`config.mk`:
```
export PLATFORM = sky130hd
export DESIGN_NAME = i2c_master_register_access_flat
export DESIGN_NICKNAME = d
export VERILOG_FILES = /design/src/rtl/core/i2cmra_pkg.sv /design/src/rtl/core/i2cmra_req_if.sv /design/src/rtl/core/i2cmra_rsp_if.sv /design/src/rtl/core/i2c_master_register_access.sv /design/src/flat_wrapper.sv
export SDC_FILE = /design/constraint.sdc
export NUM_CORES = 1
export LEC_CHECK = 0
export BUFFER_PORTS_ARGS = -buffer_cell sky130_fd_sc_hd__buf_2
export CORE_UTILIZATION = 60
export DETAILED_ROUTE_END_ITERATION = 8
export PLACE_DENSITY = 0.87
export SETUP_SLACK_MARGIN = 0.02
export SKIP_CTS_REPAIR_TIMING = 1
export SKIP_LAST_GASP = 1
export SLEW_MARGIN = 0
export SYNTH_ARGS = -nofsm -noshare
export SYNTH_HDL_FRONTEND = slang
export SYNTH_SLANG_ARGS = --single-unit
```
`constraint.sdc`:
```
create_clock -name clock -period 5.7 [get_ports clock]
set_input_delay 0.855 -clock clock [delete_from_list [all_inputs] [get_ports clock]]
set_output_delay 0.855 -clock clock [all_outputs]
set_load 0.05 [all_outputs]
```
`src/rtl/core/i2cmra_pkg.sv`:
```
package i2cmra_pkg;

   // Field and register widths
   localparam int unsigned QUARTER_WIDTH = 16;
   localparam int unsigned POLL_WIDTH    = 8;
   localparam int unsigned CSR_DATA_WIDTH = 16;
   localparam int unsigned CSR_INDEX_WIDTH = 1;

   // Defaults
   localparam int unsigned TICK_WIDTH_DEFAULT = 16;
   localparam logic [QUARTER_WIDTH-1:0] QUARTER_RESET    = 16'd2;
   localparam logic [POLL_WIDTH-1:0]    POLL_LIMIT_RESET = 8'd50;

   // Register indexes
   localparam logic [CSR_INDEX_WIDTH-1:0] CSR_QUARTER_BIT_TICKS = 1'b0;
   localparam logic [CSR_INDEX_WIDTH-1:0] CSR_ACK_POLL_LIMIT    = 1'b1;

   // Request codes
   localparam logic [1:0] REQ_TICK  = 2'd0;
   localparam logic [1:0] REQ_WRITE = 2'd1;
   localparam logic [1:0] REQ_READ  = 2'd2;

   // Byte stage codes
   localparam logic [1:0] STAGE_DEVICE   = 2'd0;
   localparam logic [1:0] STAGE_REGISTER = 2'd1;
   localparam logic [1:0] STAGE_DATA     = 2'd2;
   localparam logic [1:0] STAGE_READ_DEV = 2'd3;

   localparam logic [3:0] BITS_PER_BYTE = 4'd8;

   typedef enum logic [4:0] {
      PH_IDLE, PH_RS_PREP, PH_ST_A, PH_ST_B, PH_ST_C,
      PH_TX_SET, PH_TX_HIGH, PH_TX_HOLD,
      PH_ACK_REL, PH_ACK_HIGH, PH_ACK_POLL,
      PH_RX_PREP, PH_RX_HIGH, PH_RX_LOW,
      PH_MA_SET, PH_MA_HIGH, PH_MA_LOW,
      PH_SP_A, PH_SP_B, PH_SP_C
   } phase_type;

endpackage

```
`src/rtl/core/i2cmra_req_if.sv`:
```
interface i2cmra_req_if;
   logic       valid;
   logic       ready;
   logic [1:0] req_type;
   logic [7:0] device_address;
   logic [7:0] register_address;
   logic [7:0] write_data;
   logic [7:0] read_length;
   logic       sda_sample;

   modport source (
      output valid, req_type, device_address, register_address, write_data,
             read_length, sda_sample,
      input  ready
   );
   modport sink (
      input  valid, req_type, device_address, register_address, write_data,
             read_length, sda_sample,
      output ready
   );
endinterface

```
`src/rtl/core/i2cmra_rsp_if.sv`:
```
interface i2cmra_rsp_if;
   logic       valid;
   logic       ready;
   logic       scl_level;
   logic       sda_level;
   logic       sda_drive;
   logic [7:0] read_byte;
   logic       byte_valid;
   logic       last_byte;
   logic       busy_res;
   logic       ack_error;

   modport source (
      output valid, scl_level, sda_level, sda_drive, read_byte, byte_valid,
             last_byte, busy_res, ack_error,
      input  ready
   );
   modport sink (
      input  valid, scl_level, sda_level, sda_drive, read_byte, byte_valid,
             last_byte, busy_res, ack_error,
      output ready
   );
endinterface

```
`src/rtl/core/i2c_master_register_access.sv`:
```
// I2C register-access master, advanced one time tick per transaction.
//
// Channels: req_chan carries time ticks (with the sampled SDA level) and
// register write / register read commands; rsp_chan returns exactly one
// transaction per accepted request with the pin levels to drive, any byte
// just received and the busy / error status. The csr_ port writes the
// phase length (index 0) and the acknowledge poll limit (index 1); the user
// must do so only while the block is idle, as the block does not enforce it.
//
// Timing: the response for a request is presented in the cycle after its
// acceptance. Throughput: one request per clock cycle unless the receiver
// stalls; the whole bus sequencer update is a single registered pass (tick
// compare, phase decode, shift) between request and response register.
//
// Reset (synchronous, active high) returns the bus to idle with SCL and SDA
// high, clears the error flag and restores the register defaults.
// When the receiver stalls, the response register holds and req_chan.ready
// drops until the pending response is taken; nothing is lost or repeated.
module i2c_master_register_access #(
   parameter int unsigned TICK_WIDTH = i2cmra_pkg::TICK_WIDTH_DEFAULT
) (
   input  logic                                   clock,
   input  logic                                   reset,
   i2cmra_req_if.sink                             req_chan,
   i2cmra_rsp_if.source                           rsp_chan,
   input  logic                                   csr_wr_en,
   input  logic [i2cmra_pkg::CSR_INDEX_WIDTH-1:0] csr_index,
   input  logic [i2cmra_pkg::CSR_DATA_WIDTH-1:0]  csr_wr_data
);

   // Configuration registers
   logic [i2cmra_pkg::QUARTER_WIDTH-1:0] quarter_ff;
   logic [i2cmra_pkg::POLL_WIDTH-1:0]    limit_ff;

   // Sequencer state
   i2cmra_pkg::phase_type phase_ff, phase_in;
   logic [TICK_WIDTH-1:0] tick_ff, tick_in;
   logic [3:0]            bit_ff, bit_in;
   logic [7:0]            shift_ff, shift_in;
   logic [7:0]            left_ff, left_in;
   logic [7:0]            poll_ff, poll_in;
   logic [7:0]            dev_ff, dev_in;
   logic [7:0]            reg_ff, reg_in;
   logic [7:0]            data_ff, data_in;
   logic                  read_ff, read_in;
   logic                  err_ff, err_in;
   logic [1:0]            stage_ff, stage_in;

   // Response register
   logic       rsp_valid_ff;
   logic       scl_ff, sda_ff, drv_ff, bvalid_ff, last_ff, busy_ff, aerr_ff;
   logic [7:0] rbyte_ff;

   // Step results
   logic       step_valid, step_last;
   logic [7:0] step_byte;
   logic       scl_in, sda_in, drv_in;

   logic                  accept;
   logic [TICK_WIDTH-1:0] phase_len;
   logic [TICK_WIDTH-1:0] tick_next;
   logic [7:0]            poll_next;
   logic [7:0]            poll_lim;
   logic [3:0]            bit_next;
   logic [7:0]            rx_shift;

   // Take a new request whenever the response register is free or drains now
   assign req_chan.ready = !rsp_valid_ff || rsp_chan.ready;
   assign accept         = req_chan.valid && req_chan.ready;

   // Phase length masked to the tick width; zero behaves as one
   always_comb begin
      phase_len = TICK_WIDTH'(quarter_ff);
      if (phase_len == '0) begin
         phase_len = TICK_WIDTH'(1);
      end
   end

   assign tick_next = tick_ff + TICK_WIDTH'(1);
   assign poll_next = poll_ff + 8'd1;
   assign poll_lim  = (limit_ff == 8'd0) ? 8'd1 : limit_ff;
   assign bit_next  = bit_ff + 4'd1;
   assign rx_shift  = {shift_ff[6:0], req_chan.sda_sample};

   // Next-state logic: one pass per accepted transaction
   always_comb begin
      phase_in   = phase_ff;
      tick_in    = tick_ff;
      bit_in     = bit_ff;
      shift_in   = shift_ff;
      left_in    = left_ff;
      poll_in    = poll_ff;
      dev_in     = dev_ff;
      reg_in     = reg_ff;
      data_in    = data_ff;
      read_in    = read_ff;
      err_in     = err_ff;
      stage_in   = stage_ff;
      step_valid = 1'b0;
      step_last  = 1'b0;
      step_byte  = 8'd0;

      if (accept) begin
         if (req_chan.req_type == i2cmra_pkg::REQ_TICK) begin
            if (phase_ff == i2cmra_pkg::PH_ACK_POLL) begin
               tick_in = '0;
               if (!req_chan.sda_sample) begin
                  // Acknowledge seen: move to the next byte of the sequence
                  case (stage_ff)
                     i2cmra_pkg::STAGE_DEVICE: begin
                        stage_in = i2cmra_pkg::STAGE_REGISTER;
                        shift_in = reg_ff;
                        bit_in   = 4'd0;
                        phase_in = i2cmra_pkg::PH_TX_SET;
                     end
                     i2cmra_pkg::STAGE_REGISTER: begin
                        if (read_ff) begin
                           stage_in = i2cmra_pkg::STAGE_READ_DEV;
                           phase_in = i2cmra_pkg::PH_RS_PREP;
                        end else begin
                           stage_in = i2cmra_pkg::STAGE_DATA;
                           shift_in = data_ff;
                           bit_in   = 4'd0;
                           phase_in = i2cmra_pkg::PH_TX_SET;
                        end
                     end
                     i2cmra_pkg::STAGE_DATA: begin
                        phase_in = i2cmra_pkg::PH_SP_A;
                     end
                     default: begin
                        shift_in = 8'd0;
                        bit_in   = 4'd0;
                        phase_in = i2cmra_pkg::PH_RX_PREP;
                     end
                  endcase
               end else begin
                  poll_in = poll_next;
                  if (poll_next >= poll_lim) begin
                     err_in   = 1'b1;
                     phase_in = i2cmra_pkg::PH_SP_A;
                  end
               end
            end else if (phase_ff != i2cmra_pkg::PH_IDLE) begin
               if (tick_next >= phase_len || tick_next == '0) begin
                  tick_in = '0;
                  case (phase_ff)
                     i2cmra_pkg::PH_RS_PREP: phase_in = i2cmra_pkg::PH_ST_A;
                     i2cmra_pkg::PH_ST_A:    phase_in = i2cmra_pkg::PH_ST_B;
                     i2cmra_pkg::PH_ST_B:    phase_in = i2cmra_pkg::PH_ST_C;
                     i2cmra_pkg::PH_ST_C: begin
                        bit_in   = 4'd0;
                        phase_in = i2cmra_pkg::PH_TX_SET;
                        if (stage_ff == i2cmra_pkg::STAGE_READ_DEV) begin
                           stage_in = i2cmra_pkg::STAGE_READ_DEV;
                           shift_in = dev_ff + 8'h01;
                        end else begin
                           stage_in = i2cmra_pkg::STAGE_DEVICE;
                           shift_in = dev_ff;
                        end
                     end
                     i2cmra_pkg::PH_TX_SET:  phase_in = i2cmra_pkg::PH_TX_HIGH;
                     i2cmra_pkg::PH_TX_HIGH: phase_in = i2cmra_pkg::PH_TX_HOLD;
                     i2cmra_pkg::PH_TX_HOLD: begin
                        shift_in = {shift_ff[6:0], 1'b0};
                        if (bit_next >= i2cmra_pkg::BITS_PER_BYTE) begin
                           bit_in   = 4'd0;
                           poll_in  = 8'd0;
                           phase_in = i2cmra_pkg::PH_ACK_REL;
                        end else begin
                           bit_in   = bit_next;
                           phase_in = i2cmra_pkg::PH_TX_SET;
                        end
                     end
                     i2cmra_pkg::PH_ACK_REL:  phase_in = i2cmra_pkg::PH_ACK_HIGH;
                     i2cmra_pkg::PH_ACK_HIGH: phase_in = i2cmra_pkg::PH_ACK_POLL;
                     i2cmra_pkg::PH_RX_PREP:  phase_in = i2cmra_pkg::PH_RX_HIGH;
                     i2cmra_pkg::PH_RX_HIGH: begin
                        // Sample SDA with SCL high; flag the byte on its eighth bit
                        shift_in = rx_shift;
                        bit_in   = bit_next;
                        if (bit_next >= i2cmra_pkg::BITS_PER_BYTE) begin
                           step_valid = 1'b1;
                           step_byte  = rx_shift;
                           step_last  = (left_ff <= 8'd1);
                        end
                        phase_in = i2cmra_pkg::PH_RX_LOW;
                     end
                     i2cmra_pkg::PH_RX_LOW: begin
                        phase_in = (bit_ff >= i2cmra_pkg::BITS_PER_BYTE) ?
                                   i2cmra_pkg::PH_MA_SET : i2cmra_pkg::PH_RX_HIGH;
                     end
                     i2cmra_pkg::PH_MA_SET:  phase_in = i2cmra_pkg::PH_MA_HIGH;
                     i2cmra_pkg::PH_MA_HIGH: phase_in = i2cmra_pkg::PH_MA_LOW;
                     i2cmra_pkg::PH_MA_LOW: begin
                        if (left_ff <= 8'd1) begin
                           left_in  = 8'd0;
                           phase_in = i2cmra_pkg::PH_SP_A;
                        end else begin
                           left_in  = left_ff - 8'd1;
                           shift_in = 8'd0;
                           bit_in   = 4'd0;
                           phase_in = i2cmra_pkg::PH_RX_PREP;
                        end
                     end
                     i2cmra_pkg::PH_SP_A: phase_in = i2cmra_pkg::PH_SP_B;
                     i2cmra_pkg::PH_SP_B: phase_in = i2cmra_pkg::PH_SP_C;
                     default:             phase_in = i2cmra_pkg::PH_IDLE;
                  endcase
               end else begin
                  tick_in = tick_next;
               end
            end
         end else if ((req_chan.req_type == i2cmra_pkg::REQ_WRITE ||
                       req_chan.req_type == i2cmra_pkg::REQ_READ) &&
                      phase_ff == i2cmra_pkg::PH_IDLE) begin
            // Latch the command; a zero-length read finishes right here
            dev_in  = req_chan.device_address;
            reg_in  = req_chan.register_address;
            data_in = req_chan.write_data;
            read_in = (req_chan.req_type == i2cmra_pkg::REQ_READ);
            err_in  = 1'b0;
            if (!(read_in && req_chan.read_length == 8'd0)) begin
               left_in  = read_in ? req_chan.read_length : 8'd0;
               tick_in  = '0;
               poll_in  = 8'd0;
               bit_in   = 4'd0;
               stage_in = i2cmra_pkg::STAGE_DEVICE;
               shift_in = req_chan.device_address;
               phase_in = i2cmra_pkg::PH_ST_A;
            end
         end
      end
   end

   // Pin decode from the phase after this transaction's update
   always_comb begin
      scl_in = 1'b1;
      sda_in = 1'b1;
      drv_in = 1'b1;
      case (phase_in)
         i2cmra_pkg::PH_RS_PREP: begin
            scl_in = 1'b0;
         end
         i2cmra_pkg::PH_ST_A: begin
            scl_in = 1'b1;
         end
         i2cmra_pkg::PH_ST_B: begin
            sda_in = 1'b0;
         end
         i2cmra_pkg::PH_ST_C, i2cmra_pkg::PH_SP_A: begin
            scl_in = 1'b0;
            sda_in = 1'b0;
         end
         i2cmra_pkg::PH_SP_B: begin
            sda_in = 1'b0;
         end
         i2cmra_pkg::PH_TX_SET, i2cmra_pkg::PH_TX_HOLD: begin
            scl_in = 1'b0;
            sda_in = shift_in[7];
         end
         i2cmra_pkg::PH_TX_HIGH: begin
            sda_in = shift_in[7];
         end
         i2cmra_pkg::PH_ACK_REL, i2cmra_pkg::PH_RX_PREP, i2cmra_pkg::PH_RX_LOW: begin
            scl_in = 1'b0;
            drv_in = 1'b0;
         end
         i2cmra_pkg::PH_ACK_HIGH, i2cmra_pkg::PH_ACK_POLL, i2cmra_pkg::PH_RX_HIGH: begin
            drv_in = 1'b0;
         end
         i2cmra_pkg::PH_MA_SET, i2cmra_pkg::PH_MA_LOW: begin
            // NACK the last byte, ACK the rest
            scl_in = 1'b0;
            sda_in = (left_in <= 8'd1);
         end
         i2cmra_pkg::PH_MA_HIGH: begin
            sda_in = (left_in <= 8'd1);
         end
         default: begin
            scl_in = 1'b1;
         end
      endcase
   end

   // Configuration writes
   always_ff @(posedge clock) begin
      if (reset) begin
         quarter_ff <= i2cmra_pkg::QUARTER_RESET;
         limit_ff   <= i2cmra_pkg::POLL_LIMIT_RESET;
      end else if (csr_wr_en) begin
         case (csr_index)
            i2cmra_pkg::CSR_QUARTER_BIT_TICKS: quarter_ff <= csr_wr_data;
            i2cmra_pkg::CSR_ACK_POLL_LIMIT:
               limit_ff <= csr_wr_data[i2cmra_pkg::POLL_WIDTH-1:0];
            default: ;
         endcase
      end
   end

   // Sequencer state
   always_ff @(posedge clock) begin
      if (reset) begin
         phase_ff <= i2cmra_pkg::PH_IDLE;
         tick_ff  <= '0;
         bit_ff   <= 4'd0;
         shift_ff <= 8'd0;
         left_ff  <= 8'd0;
         poll_ff  <= 8'd0;
         dev_ff   <= 8'd0;
         reg_ff   <= 8'd0;
         data_ff  <= 8'd0;
         read_ff  <= 1'b0;
         err_ff   <= 1'b0;
         stage_ff <= i2cmra_pkg::STAGE_DEVICE;
      end else begin
         phase_ff <= phase_in;
         tick_ff  <= tick_in;
         bit_ff   <= bit_in;
         shift_ff <= shift_in;
         left_ff  <= left_in;
         poll_ff  <= poll_in;
         dev_ff   <= dev_in;
         reg_ff   <= reg_in;
         data_ff  <= data_in;
         read_ff  <= read_in;
         err_ff   <= err_in;
         stage_ff <= stage_in;
      end
   end

   // Response register: load on accept, drop valid once taken
   always_ff @(posedge clock) begin
      if (reset) begin
         rsp_valid_ff <= 1'b0;
      end else if (accept) begin
         rsp_valid_ff <= 1'b1;
      end else if (rsp_chan.ready) begin
         rsp_valid_ff <= 1'b0;
      end
   end

   always_ff @(posedge clock) begin
      if (accept) begin
         scl_ff    <= scl_in;
         sda_ff    <= sda_in;
         drv_ff    <= drv_in;
         rbyte_ff  <= step_byte;
         bvalid_ff <= step_valid;
         last_ff   <= step_last;
         busy_ff   <= (phase_in != i2cmra_pkg::PH_IDLE);
         aerr_ff   <= err_in;
      end
   end

   assign rsp_chan.valid      = rsp_valid_ff;
   assign rsp_chan.scl_level  = scl_ff;
   assign rsp_chan.sda_level  = sda_ff;
   assign rsp_chan.sda_drive  = drv_ff;
   assign rsp_chan.read_byte  = rbyte_ff;
   assign rsp_chan.byte_valid = bvalid_ff;
   assign rsp_chan.last_byte  = last_ff;
   assign rsp_chan.busy_res   = busy_ff;
   assign rsp_chan.ack_error  = aerr_ff;

`ifndef SYNTHESIS
   // A pending response that is not taken must never be overwritten
   a_no_overwrite: assert property (@(posedge clock) disable iff (reset)
      rsp_valid_ff && !rsp_chan.ready |-> !accept)
      else $error("response overwritten while stalled");

   // A received byte is reported with SCL low and SDA released
   a_byte_pins: assert property (@(posedge clock) disable iff (reset)
      rsp_valid_ff && bvalid_ff |-> !scl_ff && !drv_ff)
      else $error("byte reported outside receive low phase");

   // Idle bus: both lines driven high
   a_idle_pins: assert property (@(posedge clock) disable iff (reset)
      rsp_valid_ff && !busy_ff |-> scl_ff && sda_ff && drv_ff)
      else $error("idle bus not released high");

   // The bit counter never passes one byte
   a_bit_range: assert property (@(posedge clock) disable iff (reset)
      1'b1 |=> bit_ff <= i2cmra_pkg::BITS_PER_BYTE)
      else $error("bit counter out of range");
`endif

endmodule

```
`src/flat_wrapper.sv`:
```
// flat-port wrapper written by rule: the top's interface ports become plain ports
module i2c_master_register_access_flat 
#(
   parameter int unsigned TICK_WIDTH = i2cmra_pkg::TICK_WIDTH_DEFAULT
)
  (clock, reset, csr_wr_en, csr_index, csr_wr_data, req_chan_valid, req_chan_req_type, req_chan_device_address, req_chan_register_address, req_chan_write_data, req_chan_read_length, req_chan_sda_sample, req_chan_ready, rsp_chan_valid, rsp_chan_scl_level, rsp_chan_sda_level, rsp_chan_sda_drive, rsp_chan_read_byte, rsp_chan_byte_valid, rsp_chan_last_byte, rsp_chan_busy_res, rsp_chan_ack_error, rsp_chan_ready);
  i2cmra_req_if req_chan_i ();
  i2cmra_rsp_if rsp_chan_i ();
  input  logic clock;
  input  logic reset;
  input  logic csr_wr_en;
  input  logic [i2cmra_pkg::CSR_INDEX_WIDTH-1:0] csr_index;
  input  logic [i2cmra_pkg::CSR_DATA_WIDTH-1:0] csr_wr_data;
  input wire logic [$bits(req_chan_i.valid)-1:0] req_chan_valid;
  input wire logic [$bits(req_chan_i.req_type)-1:0] req_chan_req_type;
  input wire logic [$bits(req_chan_i.device_address)-1:0] req_chan_device_address;
  input wire logic [$bits(req_chan_i.register_address)-1:0] req_chan_register_address;
  input wire logic [$bits(req_chan_i.write_data)-1:0] req_chan_write_data;
  input wire logic [$bits(req_chan_i.read_length)-1:0] req_chan_read_length;
  input wire logic [$bits(req_chan_i.sda_sample)-1:0] req_chan_sda_sample;
  output wire logic [$bits(req_chan_i.ready)-1:0] req_chan_ready;
  output wire logic [$bits(rsp_chan_i.valid)-1:0] rsp_chan_valid;
  output wire logic [$bits(rsp_chan_i.scl_level)-1:0] rsp_chan_scl_level;
  output wire logic [$bits(rsp_chan_i.sda_level)-1:0] rsp_chan_sda_level;
  output wire logic [$bits(rsp_chan_i.sda_drive)-1:0] rsp_chan_sda_drive;
  output wire logic [$bits(rsp_chan_i.read_byte)-1:0] rsp_chan_read_byte;
  output wire logic [$bits(rsp_chan_i.byte_valid)-1:0] rsp_chan_byte_valid;
  output wire logic [$bits(rsp_chan_i.last_byte)-1:0] rsp_chan_last_byte;
  output wire logic [$bits(rsp_chan_i.busy_res)-1:0] rsp_chan_busy_res;
  output wire logic [$bits(rsp_chan_i.ack_error)-1:0] rsp_chan_ack_error;
  input wire logic [$bits(rsp_chan_i.ready)-1:0] rsp_chan_ready;
  assign req_chan_i.valid = req_chan_valid;
  assign req_chan_i.req_type = req_chan_req_type;
  assign req_chan_i.device_address = req_chan_device_address;
  assign req_chan_i.register_address = req_chan_register_address;
  assign req_chan_i.write_data = req_chan_write_data;
  assign req_chan_i.read_length = req_chan_read_length;
  assign req_chan_i.sda_sample = req_chan_sda_sample;
  assign req_chan_ready = req_chan_i.ready;
  assign rsp_chan_valid = rsp_chan_i.valid;
  assign rsp_chan_scl_level = rsp_chan_i.scl_level;
  assign rsp_chan_sda_level = rsp_chan_i.sda_level;
  assign rsp_chan_sda_drive = rsp_chan_i.sda_drive;
  assign rsp_chan_read_byte = rsp_chan_i.read_byte;
  assign rsp_chan_byte_valid = rsp_chan_i.byte_valid;
  assign rsp_chan_last_byte = rsp_chan_i.last_byte;
  assign rsp_chan_busy_res = rsp_chan_i.busy_res;
  assign rsp_chan_ack_error = rsp_chan_i.ack_error;
  assign rsp_chan_i.ready = rsp_chan_ready;
  i2c_master_register_access #(.TICK_WIDTH(TICK_WIDTH)) u_core (.clock(clock), .reset(reset), .req_chan(req_chan_i), .rsp_chan(rsp_chan_i), .csr_wr_en(csr_wr_en), .csr_index(csr_index), .csr_wr_data(csr_wr_data));
endmodule
```
==> results of run 1 <==
## area by class of cell
cell class / count / area share (%)
flip-flops and latches: 117 / 30.4
inverters: 40 / 1.83
repair buffers: 79 / 5.01
multi-input cells: 739 / 53.7
well taps: 143 / 2.18
clock inverters: 13 / 1.48
clock buffers: 19 / 5.41
## sequential cells by signal, summed over array words and instances (netlist names), 8 cells and up
| name | count |
|---|---|
| u_core.data_ff | 8 |
| u_core.dev_ff | 8 |
| u_core.left_ff | 8 |
| u_core.poll_ff | 8 |
| u_core.shift_ff | 8 |
| u_core.reg_ff | 8 |
| u_core.tick_ff | 16 |
| u_core.limit_ff | 8 |
| u_core.rsp_chan.read_byte | 8 |
| u_core.quarter_ff | 16 |
## layout by cell type (no fill, tap or decap), types with 5 or more instances in the layout
cell type,instances
o21ai_0,40
ha_1,33
a21o_1,7
o211ai_1,6
a22oi_1,28
a31oi_1,9
nand3_1,27
nor3_1,19
or3_1,9
nand4_1,12
buf_2,73
xnor2_1,19
a211oi_1,11
nor2_1,92
dfxtp_1,102
and3_1,17
nand2b_1,7
and2_1,7
nor4_1,14
a2111oi_0,5
o31ai_1,6
buf_4,6
nand3b_1,8
edfxtp_1,15
nor2b_1,9
nand2_1,157
clkbuf_16,17
xor2_1,11
o22ai_1,9
inv_1,39
a21oi_1,95
## cell usage after synthesis, drive strengths merged (9+ instances only)
master	instances
a211oi	11
clkbuf	49
nor2	92
or3	9
nand3	29
nor3	20
o21ai	44
xnor2	19
ha	33
a22oi	28
nand2	159
a31oi	10
nor2b	9
nand4	12
xor2	11
and3	17
a21oi	96
inv	39
nor4	15
and2	9
buf	14
dfxtp	102
o22ai	9
edfxtp	15
## kinds of logic after synthesis
group	synth area share, %
AO/OA/AOI/OAI	24.5
buffers and inverters	5.79
adder cells (fa/ha/maj)	5.65
flip-flops	34.1
XOR/XNOR	3.60
multiplexers	0.719
AND/OR/NAND/NOR	25.7
## per-stage QoR
stage,cell area (µm²),cells,hold slack [ns],setup WS [ns]
6_report,8190,1150,0.455,1.05
3_3_place_gp,7630,1118,0.444,1.27
4_1_cts,8190,1150,0.457,1.11
2_1_floorplan,7310,959,0.436,1.66
3_5_place_dp,7630,1118,0.449,1.15
5_1_grt,8190,1150,0.477,0.677
## power by group
group / switching [mW] / leakage [nW] / total (mW) / internal (mW)
sequential: 0.0235 / 0.969 / 0.888 / 0.864
clock: 0.402 / 0.271 / 1.02 / 0.614
combinational: 0.160 / 1.94 / 0.237 / 0.0766
## layer usage
layer | routed length (µm) | share of wire (%)
met1 | 8600 | 44
met2 | 8640 | 45
met3 | 1740 | 9.0
met4 | 339 | 1.8
met5 | 0 | 0
## worst paths after layout
kind	startpoint	end	slack (ns)	cells past startpoint
hold reg to reg	u_core.data_ff[4]	u_core.data_ff[4]	0.46	2
setup / recovery	u_core.tick_ff[4]	u_core.rsp_chan.sda_level	1.05	13
setup reg to reg	u_core.tick_ff[4]	u_core.rsp_chan.sda_level	1.05	13
hold / removal	u_core.data_ff[4]	u_core.data_ff[4]	0.46	2
## worst min-delay path: cells and delay by family (launching register included)
family	cells	cell delay [ns]
AOI/OAI and AO/OA	1	0.05
DFF	1	0.31
and+or+nand+nor	1	0.05
==> key figures, run 1 <==
Run status
  – Outcome: finished clean

Synth
  – Primary FF master, synth: dfxtp_1
  – Yosys top cell area share: 27.9%
  – Syn Nets: 1,049
  – Cells after synthesis: around 960
  – Post-Synthesis Cell Area: between 7000 and 8000 µm²
  – Async SR Flop Fraction: 0%
  – Syn Area/Cell: about 7.6 µm²
  – Seq/Total Area, Yosys: around 34%
  – Largest area contributor in the netlist: dfxtp_1
  – Post-synth EDFFs: 15
  – Cell variety after synth: 81
  – Area contributors post-synth: dfxtp_1 (28%), nand2_1 (8.1%), a21oi_1 (6.5%)
  – #FFs+latches synth: 117
  – Yosys warnings: 0

Critical path
  – Crit path capture type: register
  – CP Max Fanout: 21
  – Worst Setup Start Kind: register
  – CP arrival: about 4.8 ns
  – Cell mode on critical path: a21o_1
  – Critical path required time: 5.87 ns
  – Highest cell delay on the worst timing path: 0.53 ns
  – CP bufs+invs: 0
  – Top delay family on crit path: simple AND/OR/NAND/NOR gates
  – Crit-path cells: nand4_1 > nor4_1 > xor2_1 > ha_1 > a21o_1 > a21o_1 > a21oi_1 > and2_1 > nand2_2 > o211ai_1 > nand2_1 > or2_2 > a32o_1
  – Max stage delay cell, worst path: dfxtp_1
  – Setup CP Type: reg2reg

Hold path
  – Hold Crit Class: reg2reg

Global routing
  – Number of antenna violations at the first check in global routing: 0
  – Busiest grt layer: met2
  – Number of global-route vias before repair: 6,522
  – First-pass GRT wire length: 32,000 µm
  – GRT overflow: 0
  – M1 GR Usage: 42.9%
  – Met3 Use GR: just under 9%
  – GRT Util Overall: between 30% and 40%
  – Largest net degree at the start of global routing: 54
  – GR Util met2: between 40% and 50%

Timing
  – Final Cycle Share: 81.5%
  – Count of pins over their slew limit: 0
  – Clock Skew: between 0.01 and 0.015 ns
  – Max Freq: 0.215 GHz
  – Max-slew headroom: 26.3%
  – Final setup violation count: 0
  – RSZ-0062 raised after global routing: no
  – Measured slew at the worst slew-check pin: between 1 and 1.5 ns
  – Final Hold Violating Endpoints: 0
  – Final TNS setup: 0 ns
  – Min cycle time layout: about 4.6 ns

Placement
  – DPL Wire Length: roughly 13,000 µm
  – IO Port Bufs: 73
  – Routability cong.: 1.00

Detailed routing
  – WL final: approximately 19,000 µm
  – Final antenna-violating net count: 0
  – Drt drc: 0
  – Drt via density: about 6.3
  – Initial drt markers: 888
  – Vias: about 7,300
  – Drt pass-1 iters: 5
  – WL/cell: between 15 and 20 µm

Clocking
  – CTS Sinks: about 120
  – Clk_lat worst skew: around 0.43 ns
  – Worst-path clk slew: around 0.06 ns
  – Max Root-Sink Buffers: 2
  – TritonCTS Buffers: 17
  – H-tree levels: 4
  – CTS root buffer: clkbuf_16
  – TritonCTS clock tree: yes

Floorplan
  – Core Area: ~12,000 µm²
  – Starting Density: between 60% and 70%
  – Die H: approximately 110 µm
  – Die ar.: about 13,000 µm²
  – Die width: around 110 µm
  – I/O Pins: 74
  – Rows: 39

Power
  – Power per cell area: approximately 260 nW/µm²
  – Tot Pwr: 2.14 mW
  – VDD IR max: roughly 240 µV
  – Leakage: around 3.2 nW

Final layout
  – Fraction of layout cells with a size suffix above 1: ~13%
  – Storage cell area: roughly 2500 µm²
  – Multi-input logic area: about 4400 µm²
  – ANT cells: 0
  – Fin nets: 1,084
  – Fillers: 927
  – Syn-to-layout area delta: 12.1%
  – Utilization after layout: between 70% and 80%

Run
  – Max Cap Viol: 0
Note: power is estimated with default switching activity, not from simulation.
==> run 2: changes to the inputs <==
- ABC_AREA: not set -> 1
- clock period: 5.7 -> 4.5 ns (I/O delays scaled with it)
==> key figures, run 2 <==
Floorplan
  – Rows: 40
  – Core Area: approximately 12,000 µm²
  – Starting Density: 61.4%
  – I/O Pins: 74
  – Die width: 113 µm
  – Die ar.: between 10,000 and 15,000 µm²
  – Die H: 113 µm

Synth
  – Cell variety after synth: between 50 and 60
  – Cells after synthesis: 1,101
  – Syn Area/Cell: approximately 6.7 µm²
  – Async SR Flop Fraction: 0%
  – Post-Synthesis Cell Area: around 7400 µm²
  – #FFs+latches synth: 117
  – Yosys warnings: 0
  – Commonest cells post-synth: nand2_1 (217), nor2_1 (148), inv_1 (139)
  – Primary FF master, synth: dfxtp_1
  – Largest area contributor in the netlist: dfxtp_1
  – Post-synth EDFFs: 15
  – Top-count cell post-synth: nand2_1
  – Yosys top cell area share: 27.7%
  – Syn Nets: approximately 1,200
  – Seq/Total Area, Yosys: between 30% and 40%
  – Area contributors post-synth: dfxtp_1 (28%), nand2_1 (11%), nor2_1 (7.5%)

Detailed routing
  – Initial drt markers: 587
  – Wire length on met2: between 9000 and 10,000 µm
  – Top routing layer in use: met4
  – Drt via density: ~5.8
  – Met3 Wirelength: 1520 µm
  – Post-Route M1 WL: 8480 µm
  – Drt pass-1 iters: 6
  – WL final: around 20,000 µm
  – Drt drc: 0
  – WL/cell: around 15 µm
  – Final antenna-violating net count: 0
  – Vias: roughly 7,600

Timing
  – Min cycle time layout: 3.99 ns
  – RSZ-0062 raised after global routing: no
  – Clock Skew: between 0.007 and 0.008 ns
  – Max-slew headroom: a little over half
  – Final setup violation count: 0
  – Final TNS setup: 0 ns
  – Measured slew at the worst slew-check pin: roughly 0.72 ns
  – Max Freq: roughly 0.25 GHz
  – Final Hold Violating Endpoints: 0
  – Count of pins over their slew limit: 0
  – Final Cycle Share: 88.6%

Critical path
  – Crit path capture type: register
  – Critical path required time: between 4 and 5 ns
  – Setup CP Type: reg2reg
  – Worst Reg-to-Reg Cells: 23
  – CP Max Fanout: 25
  – Worst r2r src: u_core.tick_ff[0]
  – Capturing point of the worst reg2reg path: u_core.rsp_chan.sda_level
  – Worst Setup Start Kind: register
  – CP arrival: 4.16 ns
  – Worst R2R Setup Slack: around 0.51 ns

Final layout
  – Multi-input logic area: about 4200 µm²
  – Syn-to-layout area delta: 14.7%
  – Utilization after layout: 70.4%
  – Storage cell area: around 2500 µm²
  – Most frequent cells in the layout: nand2_1 (217), nor2_1 (148), inv_1 (139), dfxtp_1 (102), a21oi_1 (99)
  – Fillers: ~1,000
  – Fin nets: 1,259
  – Fraction of layout cells with a size suffix above 1: roughly 14%
  – Largest regs: u_core.quarter_ff: 16 flops, u_core.tick_ff: 16 flops
  – Commonest non-fill, non-tap cell in the layout: nand2_1
  – ANT cells: 0

Clocking
  – CTS Sinks: approximately 120
  – Clk_lat worst skew: ~0.43 ns
  – TritonCTS clock tree: yes
  – H-tree levels: 4
  – CTS root buffer: clkbuf_16
  – TritonCTS Buffers: 17
  – Max Root-Sink Buffers: 2
  – Worst-path clk slew: roughly 0.050 ns

Global routing
  – GRT overflow: 0
  – Largest net degree at the start of global routing: 53
  – First-pass GRT wire length: between 30,000 and 40,000 µm
  – Number of global-route vias before repair: about 7,000
  – Number of antenna violations at the first check in global routing: 0
  – GRT Util Overall: 31.9%

Power
  – VDD IR max: about 290 µV
  – Leakage: ~3.8 nW
  – Power per cell area: about 350 nW/µm²
  – Tot Pwr: approximately 3 mW

Placement
  – IO Port Bufs: 73
  – DPL Wire Length: 14,000 µm
  – Routability cong.: a little under 1

Run
  – Max Cap Viol: 0

Hold path
  – Hold path cells: 2
  – Hold Crit Class: reg2reg
  – Hold EP: u_core.quarter_ff[3]
  – Hold_sp: u_core.quarter_ff[3]

Run status
  – Outcome: finished clean
==> run 2: stage by stage <==
step           setup WS [ns]  cells  hold slack [ns]  cell area [µm²]
2_1_floorplan           1.25   1101            0.447             7380
3_3_place_gp           0.814   1297            0.462             7860
3_5_place_dp           0.639   1297            0.470             7860
4_1_cts                0.599   1329            0.478             8460
5_1_grt                0.134   1329            0.505             8460
6_report               0.514   1329            0.478             8460
==> run 2: where the power goes <==
group | switching, mW | internal, mW | leakage (nW)
Combinational | 0.306 | 0.144 | 2.54
Sequential | 0.0375 | 1.12 | 0.978
Clock | 0.466 | 0.917 | 0.288
Total | 0.810 | 2.18 | 3.80
==> run 2: kinds of logic (layout without fill, tap and decap cells) <==
group / Yosys count / after routing / share of synthesized area, %
and+or+nand+nor: 501 / 501 / 29.9
AOI/OAI and AO/OA: 250 / 250 / 19.3
buffers and inverters: 187 / 268 / 9.89
DFF: 117 / 117 / 33.8
adders and majority gates: 33 / 33 / 5.60
xor gates and xnor gates: 13 / 13 / 1.54
==> run 2: critical path, cell delays in order (launching register included) <==
cell,delay (ns)
dfxtp_1,0.38
ha_1,0.19
nand2_1,0.13
nor2_4,0.23
nand2_1,0.10
xor2_1,0.19
inv_1,0.09
ha_1,0.29
nand2_1,0.07
o21ai_0,0.09
a21o_1,0.16
nor3_1,0.20
buf_4,0.25
nand2_2,0.33
nand2_1,0.16
nand3_1,0.12
nand2_1,0.08
nand2_1,0.11
a21oi_1,0.23
nand3_1,0.10
nand2_1,0.08
nor2_1,0.04
nand2_1,0.05
nand2_1,0.05
==> run 2: layer usage <==
layer | global-route usage (%) | vias to the layer above
li1 | - | 3795
met1 | 40.4 | 3458
met2 | 52.5 | 335
met3 | 6.64 | 54
met4 | 14.6 | 0
met5 | 0 | -
==> run 2: how the worst max path moves through the flow <==
stage / start / to / slack (ns) / cells past startpoint
2_1_floorplan: u_core.tick_ff[0] / u_core.rsp_chan.sda_level / 1.25 / 23
3_3_place_gp: u_core.tick_ff[0] / u_core.rsp_chan.sda_level / 0.81 / 23
3_5_place_dp: u_core.tick_ff[0] / u_core.rsp_chan.sda_level / 0.64 / 23
4_1_cts: u_core.tick_ff[0] / u_core.rsp_chan.sda_level / 0.60 / 23
5_1_grt: u_core.tick_ff[0] / u_core.rsp_chan.sda_level / 0.13 / 25
6_report: u_core.tick_ff[0] / u_core.rsp_chan.sda_level / 0.51 / 23
==> run 2: final cells by class <==
cell class                 instances  share of cell area (%)
multi-input combinational        797                    49.1
tap                              147                    2.17
timing repair buffer              87                    5.56
clock inverter                    11                    1.88
clock buffer                      21                    5.21
sequential                       117                    29.5
inverter                         149                    6.61
